## config.mk

```make
export PLATFORM = sky130hd
export DESIGN_NAME = websocket_frame_encoder_top
export DESIGN_NICKNAME = d
export VERILOG_FILES = /design/src/design/wsfe_pkg.sv /design/src/design/wsfe_front.sv /design/src/design/wsfe_queue.sv /design/src/design/wsfe_back.sv /design/src/design/websocket_frame_encoder_top.sv
export SDC_FILE = /design/constraint.sdc
export NUM_CORES = 1
export LEC_CHECK = 0
export BUFFER_PORTS_ARGS = -buffer_cell sky130_fd_sc_hd__buf_2
export CAP_MARGIN = 20
export CORE_UTILIZATION = 55
export CTS_CLUSTER_DIAMETER = 120
export DETAILED_ROUTE_END_ITERATION = 7
export GPL_ROUTABILITY_DRIVEN = 0
export PLACE_DENSITY = 0.73
export SLEW_MARGIN = 20
export SYNTH_ARGS = -nofsm -noshare
export SYNTH_HDL_FRONTEND = slang
export SYNTH_HIERARCHICAL = 1
export SYNTH_SLANG_ARGS = --single-unit
```

## constraint.sdc

```tcl
create_clock -name clk -period 17.98 [get_ports clk]
set_input_delay 0.899 -clock clk [delete_from_list [all_inputs] [get_ports clk]]
set_output_delay 0.899 -clock clk [all_outputs]
set_load 0.005 [all_outputs]
```

## src/design/wsfe_pkg.sv

```systemverilog
// Shared types, constants and byte helpers for the WebSocket frame encoder.
package wsfe_pkg;

  localparam int unsigned QueueDepthDefault = 2;

  localparam logic CmdHeader  = 1'b0;
  localparam logic CmdPayload = 1'b1;

  localparam logic [6:0]  LenCode16  = 7'd126;
  localparam logic [6:0]  LenCode64  = 7'd127;
  localparam logic [62:0] ShortLimit = 63'd126;
  localparam logic [62:0] Len16Limit = 63'd65536;

  localparam logic [3:0] Ext16Bytes = 4'd2;
  localparam logic [3:0] Ext64Bytes = 4'd8;
  localparam logic [3:0] KeyBytes   = 4'd4;

  typedef enum logic [1:0] {
    LEN_SHORT,
    LEN_16,
    LEN_64
  } len_class_t;

  // One classified request as it travels from the front to the back.
  typedef struct packed {
    logic          is_payload;
    logic [3:0]    opcode;
    logic          fin;
    logic          masked;
    logic [62:0]   payload_length;
    logic [31:0]   mask_key;
    logic [7:0]    data_byte;
    logic          end_of_payload;
    len_class_t    len_class;
    logic [6:0]    len_code;
    logic          len_zero;
    logic [3:0]    last_step;
  } desc_t;

  function automatic logic [7:0] key_byte(input logic [31:0] key, input logic [1:0] idx);
    logic [7:0] b;
    unique case (idx)
      2'd0: b = key[7:0];
      2'd1: b = key[15:8];
      2'd2: b = key[23:16];
      2'd3: b = key[31:24];
      default: b = key[7:0];
    endcase
    return b;
  endfunction

  function automatic logic [7:0] len_byte(input logic [62:0] len, input logic [2:0] idx);
    logic [63:0] w;
    w = {1'b0, len};
    return w[8*idx +: 8];
  endfunction

endpackage

```

## src/design/wsfe_front.sv

```systemverilog
// Front stage: register each request and classify the header length.
module wsfe_front (
  input  logic             clk,
  input  logic             rst,
  input  logic             push,
  output logic             full,
  input  logic             command,
  input  logic [3:0]       opcode,
  input  logic             fin,
  input  logic             masked,
  input  logic [62:0]      payload_length,
  input  logic [31:0]      mask_key,
  input  logic [7:0]       data_byte,
  input  logic             end_of_payload,
  output logic             desc_valid,
  output wsfe_pkg::desc_t  desc,
  input  logic             desc_ready
);
  import wsfe_pkg::*;

  logic  valid;
  logic  accept;
  desc_t desc_next;

  assign full       = valid && !desc_ready;
  assign accept     = push && !full;
  assign desc_valid = valid;

  always_comb begin
    logic [3:0] n_ext;
    desc_next                = '0;
    desc_next.is_payload     = (command == CmdPayload);
    desc_next.opcode         = opcode;
    desc_next.fin            = fin;
    desc_next.masked         = masked;
    desc_next.payload_length = payload_length;
    desc_next.mask_key       = mask_key;
    desc_next.data_byte      = data_byte;
    desc_next.end_of_payload = end_of_payload;
    desc_next.len_zero       = (payload_length == '0);
    priority if (payload_length < ShortLimit) begin
      desc_next.len_class = LEN_SHORT;
      desc_next.len_code  = payload_length[6:0];
      n_ext               = 4'd0;
    end else if (payload_length < Len16Limit) begin
      desc_next.len_class = LEN_16;
      desc_next.len_code  = LenCode16;
      n_ext               = Ext16Bytes;
    end else begin
      desc_next.len_class = LEN_64;
      desc_next.len_code  = LenCode64;
      n_ext               = Ext64Bytes;
    end
    // Header runs from step 0 to 1 + extension + key bytes.
    if (command == CmdPayload) begin
      desc_next.last_step = 4'd0;
    end else begin
      desc_next.last_step = 4'd1 + n_ext + (masked ? KeyBytes : 4'd0);
    end
  end

  always_ff @(posedge clk) begin
    if (rst) begin
      valid <= 1'b0;
    end else if (accept) begin
      valid <= 1'b1;
    end else if (desc_ready) begin
      valid <= 1'b0;
    end
  end

  always_ff @(posedge clk) begin
    if (accept) begin
      desc <= desc_next;
    end
  end

endmodule

```

## src/design/wsfe_queue.sv

```systemverilog
// Short request queue between the front and back stages.
module wsfe_queue #(
  parameter int unsigned Depth = wsfe_pkg::QueueDepthDefault
) (
  input  logic             clk,
  input  logic             rst,
  input  logic             in_valid,
  output logic             in_ready,
  input  wsfe_pkg::desc_t  in_data,
  output logic             out_valid,
  input  logic             out_ready,
  output wsfe_pkg::desc_t  out_data
);
  import wsfe_pkg::*;

  localparam int unsigned PtrW   = (Depth > 1) ? $clog2(Depth) : 1;
  localparam int unsigned CountW = $clog2(Depth + 1);
  localparam logic [PtrW-1:0]   LastPtr = PtrW'(Depth - 1);
  localparam logic [CountW-1:0] FullCount = CountW'(Depth);

  desc_t             store [Depth];
  logic [PtrW-1:0]   wr_ptr;
  logic [PtrW-1:0]   rd_ptr;
  logic [CountW-1:0] count;
  logic              do_wr;
  logic              do_rd;

  assign in_ready  = (count != FullCount);
  assign out_valid = (count != '0);
  assign do_wr     = in_valid && in_ready;
  assign do_rd     = out_valid && out_ready;
  assign out_data  = store[rd_ptr];

  always_ff @(posedge clk) begin
    if (rst) begin
      wr_ptr <= '0;
      rd_ptr <= '0;
      count  <= '0;
    end else begin
      if (do_wr) begin
        wr_ptr <= (wr_ptr == LastPtr) ? '0 : wr_ptr + PtrW'(1);
      end
      if (do_rd) begin
        rd_ptr <= (rd_ptr == LastPtr) ? '0 : rd_ptr + PtrW'(1);
      end
      if (do_wr && !do_rd) begin
        count <= count + CountW'(1);
      end else if (do_rd && !do_wr) begin
        count <= count - CountW'(1);
      end
    end
  end

  always_ff @(posedge clk) begin
    if (do_wr) begin
      store[wr_ptr] <= in_data;
    end
  end

endmodule

```

## src/design/wsfe_back.sv

```systemverilog
// Back stage: serialise each request into bytes and hold the masking state.
module wsfe_back (
  input  logic             clk,
  input  logic             rst,
  input  logic             desc_valid,
  input  wsfe_pkg::desc_t  desc,
  output logic             desc_ready,
  output logic             empty,
  input  logic             pop,
  output logic [7:0]       out_byte,
  output logic             last_of_run,
  output logic             frame_done
);
  import wsfe_pkg::*;

  logic       out_valid;
  logic       advance;
  logic       emit;
  logic       is_last;
  logic [3:0] step;
  logic       mask_enabled;
  logic [31:0] key_reg;
  logic [1:0] key_index;
  logic [7:0] byte_next;

  assign empty      = !out_valid;
  assign advance    = !out_valid || pop;
  assign emit       = desc_valid && advance;
  assign is_last    = desc.is_payload || (step == desc.last_step);
  assign desc_ready = emit && is_last;

  always_comb begin
    logic [3:0] n_ext;
    logic [3:0] ext_pos;
    logic [3:0] key_pos;
    logic [3:0] len_idx;
    unique case (desc.len_class)
      LEN_16:  n_ext = Ext16Bytes;
      LEN_64:  n_ext = Ext64Bytes;
      default: n_ext = 4'd0;
    endcase
    ext_pos = step - 4'd2;
    key_pos = step - 4'd2 - n_ext;
    len_idx = n_ext - 4'd1 - ext_pos;
    if (desc.is_payload) begin
      byte_next = desc.data_byte ^ (mask_enabled ? key_byte(key_reg, key_index) : 8'h00);
    end else if (step == 4'd0) begin
      byte_next = {desc.fin, 3'b000, desc.opcode};
    end else if (step == 4'd1) begin
      byte_next = {desc.masked, desc.len_code};
    end else if (step < 4'd2 + n_ext) begin
      // Extended length, most significant byte first.
      byte_next = len_byte(desc.payload_length, len_idx[2:0]);
    end else begin
      byte_next = key_byte(desc.mask_key, key_pos[1:0]);
    end
  end

  always_ff @(posedge clk) begin
    if (rst) begin
      out_valid    <= 1'b0;
      step         <= '0;
      mask_enabled <= 1'b0;
      key_reg      <= '0;
      key_index    <= '0;
    end else begin
      if (emit) begin
        out_valid <= 1'b1;
      end else if (pop) begin
        out_valid <= 1'b0;
      end
      if (emit) begin
        step <= is_last ? 4'd0 : step + 4'd1;
        if (!desc.is_payload && is_last) begin
          mask_enabled <= desc.masked;
          key_reg      <= desc.mask_key;
          key_index    <= '0;
        end else if (desc.is_payload && mask_enabled) begin
          key_index <= key_index + 2'd1;
        end
      end
    end
  end

  always_ff @(posedge clk) begin
    if (emit) begin
      out_byte    <= byte_next;
      last_of_run <= is_last;
      frame_done  <= desc.is_payload ? desc.end_of_payload : (is_last && desc.len_zero);
    end
  end

endmodule

```

## src/design/websocket_frame_encoder_top.sv

```systemverilog
// Top level of the WebSocket frame encoder: front, request queue and back stage.
// Path: a request's first byte passes the front register, queue and back output register.
// Output: a payload request yields one byte; a header yields 2 to 14 bytes, set by the
// back stage's sequencer, emitting one byte a cycle while the output is empty or popped.
// Reset: synchronous, active high; clears the queue, the sequencer and the masking state.
module websocket_frame_encoder_top #(
  parameter int unsigned QueueDepth = wsfe_pkg::QueueDepthDefault
) (
  input  logic        clk,
  input  logic        rst,
  input  logic        push,
  output logic        full,
  input  logic        command,
  input  logic [3:0]  opcode,
  input  logic        fin,
  input  logic        masked,
  input  logic [62:0] payload_length,
  input  logic [31:0] mask_key,
  input  logic [7:0]  data_byte,
  input  logic        end_of_payload,
  output logic        empty,
  input  logic        pop,
  output logic [7:0]  out_byte,
  output logic        last_of_run,
  output logic        frame_done
);
  import wsfe_pkg::*;

  // Front to queue: one classified request, held until the queue has room.
  logic  front_valid;
  logic  front_ready;
  desc_t front_desc;

  // Queue to back: oldest request waiting to be serialised.
  logic  back_valid;
  logic  back_ready;
  desc_t back_desc;

  // Accept a request and work out the length code and header size.
  wsfe_front u_front (
    .clk            (clk),
    .rst            (rst),
    .push           (push),
    .full           (full),
    .command        (command),
    .opcode         (opcode),
    .fin            (fin),
    .masked         (masked),
    .payload_length (payload_length),
    .mask_key       (mask_key),
    .data_byte      (data_byte),
    .end_of_payload (end_of_payload),
    .desc_valid     (front_valid),
    .desc           (front_desc),
    .desc_ready     (front_ready)
  );

  // Decouple the two sides so a long header does not stall the input at once.
  wsfe_queue #(
    .Depth (QueueDepth)
  ) u_queue (
    .clk       (clk),
    .rst       (rst),
    .in_valid  (front_valid),
    .in_ready  (front_ready),
    .in_data   (front_desc),
    .out_valid (back_valid),
    .out_ready (back_ready),
    .out_data  (back_desc)
  );

  // One byte per cycle into the output register, pop permitting; masking state lives here.
  wsfe_back u_back (
    .clk         (clk),
    .rst         (rst),
    .desc_valid  (back_valid),
    .desc        (back_desc),
    .desc_ready  (back_ready),
    .empty       (empty),
    .pop         (pop),
    .out_byte    (out_byte),
    .last_of_run (last_of_run),
    .frame_done  (frame_done)
  );

endmodule
```

### After elaboration in Yosys (flattened, before gate mapping)

Memories as Yosys holds them, arrays and structs flattened. A register that Yosys moved wholly into a read port is not among the register bits.
Index checks and enable logic that the tools add are counted.

| operators by class | value |
|---|---|
| mux-type cells | 30 |
| shift-type cells | 1 |
| reduce and logical (&&, ||, !) cells | 30 |
| $lt $le $gt $ge | 3 |
| equal/unequal tests | 11 |
| add/subtract/negate cells | 13 |
| bitwise gates (word level) | 1 |

Operators with widths:

| kind | number |
|---|---|
| 8-bit one-hot mux with 4 select lines | 2 |
| 64-bit by 7-bit indexed part select with 8-bit output | 1 |
| 63-bit logical NOT | 1 |
| 63-bit by 17-bit < comparator with 1-bit output (second input constant) | 1 |
| 63-bit by 7-bit < comparator with 1-bit output (second input constant) | 1 |
| 8-bit two-way mux | 6 |
| 4-bit two-way mux | 3 |
| 1-bit logical AND | 11 |
| 1-bit two-way mux | 11 |
| 2-bit equality test (second input constant) | 5 |
| 2-bit nonzero test | 5 |
| 9-bit two-way mux | 1 |
| 2-bit two-way mux | 4 |
| 4-bit one-hot mux with 2 select lines | 1 |
| 8-bit XOR | 1 |
| 7-bit two-way mux | 1 |
| 2-bit by 1-bit equality test with 1-bit output (second input constant) | 3 |
| 1-bit logical NOT | 6 |
| 1-bit by 4-bit adder with 4-bit output (first input constant) | 1 |
| 2-bit by 1-bit adder with 2-bit output (second input constant) | 2 |
| 2-bit by 4-bit adder with 4-bit output (first input constant) | 1 |
| 4-bit by 1-bit adder with 4-bit output (second input constant) | 1 |
| 4-bit adder | 1 |
| 4-bit by 1-bit equality test with 1-bit output (second input constant) | 1 |
| 14 further kinds | 18 |

| word-level totals | value |
|---|---|
| flip-flop bits (word level) | 180 |
| input bits | 115 |
| memories | 1 |
| word-level logic and storage cells | 114 |
| output and inout bits | 12 |
| bits in writable memories | 250 |

Memory list:

| name | words | bits a word | read ports | clocked after Yosys merged registers in | wr ports | RTL line | text |
|---|---|---|---|---|---|---|---|
| u_queue.store | 2 | 125 | 1 | 1 | 1 | wsfe_queue.sv:21 | `desc_t store [Depth];` |

### Logic depth before layout (Yosys ltp)

Gate-level depths: netlist of the first run.

| depth | value |
|---|---|
| depth after elaboration | 9 |
| depth in mapped cells | 14 |
| gate-level depth less buffers | 9 |

### Hierarchy

The synthesis of the first run kept the hierarchy.

By module, submodules not included:

| module | sequential area each (um2) | cells each | instances | area each (um2) |
|---|---|---|---|---|
| wsfe_queue | 7607.3 | 413 | 1 | 9439.1 |
| wsfe_front | 3773.6 | 169 | 1 | 4045.1 |
| wsfe_back | 1101.1 | 346 | 1 | 3449.6 |

### Worst setup path after synthesis of the first run

Ideal clock, no wire load.

| timing | value |
|---|---|
| kind | input port to flip-flop |
| from | input port push |
| to | register u_front/desc[0] in the netlist's numbering, enable pin |
| setup slack | 11.035 ns |
| library setup time | 0.626 ns |
| arrival time | 6.319 ns |
| required time | 17.354 ns |
| cell stages on the path | 1 |
| buffers on the path | 0 |
| cells stage by stage | nor2b_1 |

| between the ends | value |
|---|---|
| cells in the longest elaborated chain, start to end | 1 |

RTL lines:

| item | RTL line | text |
|---|---|---|
| from (decl) | websocket_frame_encoder_top.sv:11 | `input logic push,` |
| 1-bit logical AND | wsfe_front.sv:26 | `assign accept = push && !full;` |
| to (signal assigned) | wsfe_front.sv:74 | `desc <= desc_next;` |
| to (decl) | wsfe_front.sv:16 | `output wsfe_pkg::desc_t desc,` |

Every way passes these cells.
A chain may end at the register's enable or synchronous reset.

==> qor.yml, run 1 <==
outcome: "finished clean"
slew_violations: 0
reg2regPathDepth: 10
antenna_found_initial: 1
path_common_cell: "mux2_2"
fillers: 2092
core-area_sq_mm: 0.02995
setup_violations: 0
max_freq_mhz: 233.0
critPathKind: "flip-flop to flip-flop"
syn_nets: 1057
synthSimpleGateAreaFrac_pct: 4.123
grt_first_pass_wirelength_um: 47740
ir_drop_mv: 0.08201
required_ns: 18.24
setup_slack_ns: 13.69
cp_slowest_cell: "xor2_1"
fp.dieH_um: 177.5
ant_nets: 0
synth_edf_count: 385
worstSkewPairLatency_ns: 0.54
gr-total-overflow: 0
power_density_mw_per_mm2: 124.8
synth_top_family_by_area: "multiplexers"
cp_max_fo: 45
syn_inst: 928
drc: 0
ys_ff_latch: 431
power_leakage_uw: 0.006620
synth_compound_area_share_pct: 4.138
holdPathEnd: "u_queue/store[1][72]"
cts_tree: "yes"
hold_class: "flip-flop to flip-flop"
pre_cts_slack_ns: 13.45
clock_sinks: 431
worst_slew_pin_slew_ns: 0.9958
cts_buffer_depth: 3
stdcell_count: 1495
post-route-min-period_ns: 4.292
setup_tns_ns: 0
synth_fa_ha_area_share_pct: 1.034
ys.flop_type: "edfxtp_1"
fp.dieW_um: 177.5
path_clk_slew_ns: 0.06
wl_per_cell_um: 21.45
placed_cells: 1413
grt.total_usage_pct: 20.37
final-seq-area_sq_mm: 0.01249
final.setup_skew_ns: 0.02394
layout-drive-gt1-share_pct: 32.07
start_util_pct: 56.53
h-tree-depth: 2
finalHoldViolations: 0
cts-hold-fix-buffers: 0
cts_resized: 0
io_buffers: 126
grt_pass1_vias: 8298
grt_max_degree: 79
synth_area_sq_mm: 0.01693
r2r_end: "u_back/out_byte[7]"
r2r_setup_slack_ns: 13.69
die_area_sq_mm: 0.03149
critPathLaunchType: "flip-flop"
dr.first_iter.drc_count: 706
avgSynthCellArea_sq_um: 18.25
worstPathArrival_ns: 4.55
yosysUniqueCellTypes: 60
drv_cap: 0
cts_root_buffer: "clkbuf_16"
area_growth_pct: 13.85
async_flop_share_pct: 0
rsz0062_at_grt: "no"
synth_mux_area_share_pct: 14.03
layout_commonest_cell: "edfxtp_1"
slew_headroom_pct: 33.61
synthXorXnorAreaFrac_pct: 0.9827
hold_depth: 0
largest_register_ff_count: 250
num_vias: 8382
fin_nets: 1198
drt_pass1_iterations: 5
avgViaCountPerCell: 5.607
slowest_delay_ns: 0.75
yosys_warnings: 6
worstHoldStart: "u_front/desc[72]"
post_cts_buffers: 0
worstPathCellList: "buf_4 > mux2_2 > nand2b_1 > inv_1 > ha_2 > xor2_1 > mux2_2 > a211oi_1 > o211a_1 > o21ai_0"
num_rows: 63
post-route-period-util_pct: 23.87
routed_wl_um: 32070
cp-end-kind: "flip-flop"
ys_seq_area_share_pct: 73.71
multi_input_area_sq_mm: 0.004131
place_hpwl_um: 21570
cts_buffers: 44
io_pins: 127
layout_common_cells: "edfxtp_1, buf_2, mux2_2"
[power by group]
group	leakage (uW)	switching [uW]	internal (uW)	total [uW]
Sequential	0.00392	33.9	1170	1200
Combinational	0.00200	172	141	313
Clock	0.000699	360	528	888
[cell type report]
cell class / count / share of cell area, %
antenna: 1 / 0.01298
clock buffer: 54 / 5.958
clock inverter: 27 / 1.434
inverter: 14 / 0.2856
multi-input combinational: 444 / 21.43
sequential: 431 / 64.76
tap: 390 / 2.531
timing repair buffer: 134 / 3.583
[metrics by stage]
stage / power [uW] / area, sq um / hold slack (ns) / utilization [%]
floorplan: 1447 / 16930 / 0.4215 / -
global placement: 1530 / 17850 / 0.4239 / 59.59
detailed placement: 1537 / 17850 / 0.4290 / 59.59
CTS: 2424 / 19270 / 0.4427 / 64.34
global route: 2487 / 19280 / 0.4524 / 64.35
finish: 2406 / 19280 / 0.4403 / 64.36
[synth_stat cells (12+ instances only)]
cell | n | area [sq um]
mux2_2 | 82 | 923.4
inv_1 | 12 | 45.04
xnor2_1 | 13 | 113.9
edfxtp_1 | 385 | 11560
o21ai_0 | 17 | 85.08
nor2_1 | 54 | 202.7
buf_2 | 12 | 60.06
mux2_4 | 51 | 765.7
dfxtp_1 | 46 | 920.9
ha_1 | 14 | 175.2
nor4_1 | 12 | 75.07
mux2i_1 | 33 | 330.3
nand2_1 | 25 | 93.84
buf_6 | 12 | 135.1
[cells by family (layout without fill, tap and decap cells)]
| kind of cell | after synthesis | after routing |
|---|---|---|
| flip-flops | 431 | 431 |
| multiplexers | 180 | 180 |
| AND/OR/NAND/NOR | 139 | 139 |
| AO/OA/AOI/OAI | 92 | 92 |
| buffers and inverters | 53 | 229 |
| XOR/XNOR | 19 | 19 |
| adder cells (fa/ha/maj) | 14 | 14 |
| other | 0 | 1 |
[worst max-delay path, delay by kind of cell, from the launching register on]
| family | cells | cell delay [ns] |
|---|---|---|
| adder cells (fa/ha/maj) | 1 | 0.16 |
| buffers and inverters | 2 | 0.78 |
| AND/OR/NAND/NOR | 1 | 0.20 |
| flip-flops | 1 | 0.73 |
| AO/OA/AOI/OAI | 3 | 0.51 |
| multiplexers | 2 | 0.84 |
| XOR/XNOR | 1 | 0.75 |
[worst max path at each step]
stage                    from                 end
finish              flip-flop  u_back/out_byte[7]
global route        flip-flop  u_back/out_byte[7]
CTS                 flip-flop  u_back/out_byte[6]
detailed placement  flip-flop  u_back/out_byte[6]
global placement    flip-flop  u_back/out_byte[6]
floorplan                push     u_front/desc[0]
[metal layers]
layer	share of wire (%)	wire length [um]	vias up	GRT usage, %
met1	43	13760	4124	27.62
met4	1.5	478	0	5.306
li1	-	-	3924	-
met3	5.5	1756	40	3.149
met5	0	0	-	0
met2	50	16070	294	34.47
(Power assumes the default switching activity.)
==> run 2, diff against run 1 <==
- clock period: 17.98 -> 4.4 ns (I/O delays scaled with it)
==> run 2 against run 1 <==
  * Flip-flop and latch count stayed put
  * Global-route usage increased by 1.4 points
  * Cell area increased by 5.8%
  * Critical path depth decreased by 1
  * Core utilization is 3.7 points higher
  * Via count up 7.1%
  * Largest cell class unchanged
  * Critical endpoint is now u_queue/count[1]
  * Worst hold slack worse by 0.17 ns
  * Fmax increased by 30%
  * Routed wire length increased by 5.6%
==> qor.yml, run 2 (synthesis gave the netlist of run 1 again) <==
outcome: "finished clean"
grt.total_usage_pct: 21.78
grt_first_pass_wirelength_um: 50830
worstSkewPairLatency_ns: 0.53
num_rows: 63
worstPathArrival_ns: 3.74
fin_util_pct: 68.08
gr-total-overflow: 0
clock_sinks: 431
dr.first_iter.drc_count: 755
critPathLaunchType: "flip-flop"
layout_commonest_cell: "edfxtp_1"
ir_drop_mv: 0.3372
ant_nets: 0
io_pins: 127
slew_violations: 0
post-route-period-util_pct: 74.83
core-area_sq_mm: 0.02995
path_delay_family: "flip-flops"
power.total_uw: 9727
layout-drive-gt1-share_pct: 29.02
crit_buf_inv: 1
setup_tns_ns: 0
grt_pass1_vias: 8902
cts_tree: "yes"
die_area_sq_mm: 0.03149
power_density_mw_per_mm2: 477.0
cp-end-kind: "flip-flop"
largest_register_ff_count: 250
fp.dieW_um: 177.5
place_hpwl_um: 21040
post-route-cell-area_sq_mm: 0.02039
post_cts_buffers: 0
start_util_pct: 56.53
h-tree-depth: 2
required_ns: 4.84
cp_max_fo: 38
worstPathCellList: "buf_4 > mux2_2 > xnor2_1 > nand4_2 > a21oi_1 > o21ai_0 > ha_1 > or3_1 > a21oi_1"
path_clk_slew_ns: 0.06
num_vias: 8973
final.setup_skew_ns: 0.01489
hold_class: "input pin to flip-flop"
cts_root_buffer: "clkbuf_16"
path_common_cell: "a21oi_1"
cts_buffers: 44
avgViaCountPerCell: 5.573
post-route-min-period_ns: 3.292
power_leakage_uw: 0.007086
grt_max_degree: 126
fillers: 1948
setup_slack_ns: 1.108
drv_cap: 0
critPathKind: "flip-flop to flip-flop"
setup_violations: 0
worst_slew_pin_slew_ns: 0.8236
drt_pass1_iterations: 5
io_buffers: 126
fp.dieH_um: 177.5
rsz0062_at_grt: "no"
place_area_sq_mm: 0.01792
drc: 0
routed_wl_um: 33870
max_freq_mhz: 303.7
cp_slowest_cell: "dfxtp_4"
finalHoldViolations: 0
diodes: 0
layout_common_cells: "edfxtp_1, buf_2, dlygate4sd3_1"
fin_nets: 1315
cts_resized: 0
slew_headroom_pct: 45.09
pre_cts_slack_ns: 1.121
antenna_found_initial: 0
slowest_delay_ns: 0.59
wl_per_cell_um: 21.04
area_growth_pct: 20.43
cts_buffer_depth: 3
-- run 2: cell count changes in the layout (fill, tap and decap cells not counted), sizes merged --
cell | previous run | this run
buf | 134 | 138
diode | 1 | 0
clkinvlp | 2 | 3
bufinv | 5 | 1
dlygate4sd3 | 0 | 113
clkbuf | 54 | 56
-- run 2: final cells by class --
cell class              instances  area (sq um)  share of cell area (%)
clock inverters                24         148.9                  0.7301
inverters                      14         55.05                  0.2700
clock buffers                  56          1197                   5.872
flip-flops and latches        431         12490                   61.22
repair buffers                251          1889                   9.264
well taps                     390         488.0                   2.393
multi-input cells             444          4129                   20.25
-- run 2: final timing paths --
path | slack, ns | cells after the start | endpoint | start
setup reg to reg | 1.11 | 9 | u_queue/count[1] | flip-flop
hold / removal | 0.27 | 2 | u_front/desc_valid | rst
hold reg to reg | 0.44 | 0 | u_queue/store[0][42] | u_front/desc[42]
setup / recovery | 1.11 | 9 | u_queue/count[1] | flip-flop
-- run 2: timing repair --
| item | 4_1_cts | 5_1_grt |
|---|---|---|
| endpoints found under the setup margin | 0 | 0 |
| hold buffers | 113 | 0 |
| endpoints found under the hold margin | 115 | 0 |
-- run 2: through the flow --
step	hold slack (ns)	cells
2_1_floorplan	0.2891	928
5_1_grt	0.2790	1610
3_3_place_gp	0.3964	1417
6_report	0.2696	1610
3_5_place_dp	0.3985	1417
4_1_cts	0.2548	1610
-- run 2: metal layers --
metal	GRT usage [%]	up-vias	share of wire, %
met5	0	-	0
met4	6.517	0	2.1
met3	3.492	54	5.6
met2	37.19	304	51
met1	28.81	4460	42
li1	-	4155	-
-- run 2: power by group --
group          internal [uW]  leakage (uW)  switching (uW)  total, uW
clock network           1980      0.000658            1450       3430
logic                    659       0.00250             708       1370
registers               4780       0.00392             147       4930
total                   7430       0.00709            2300       9730
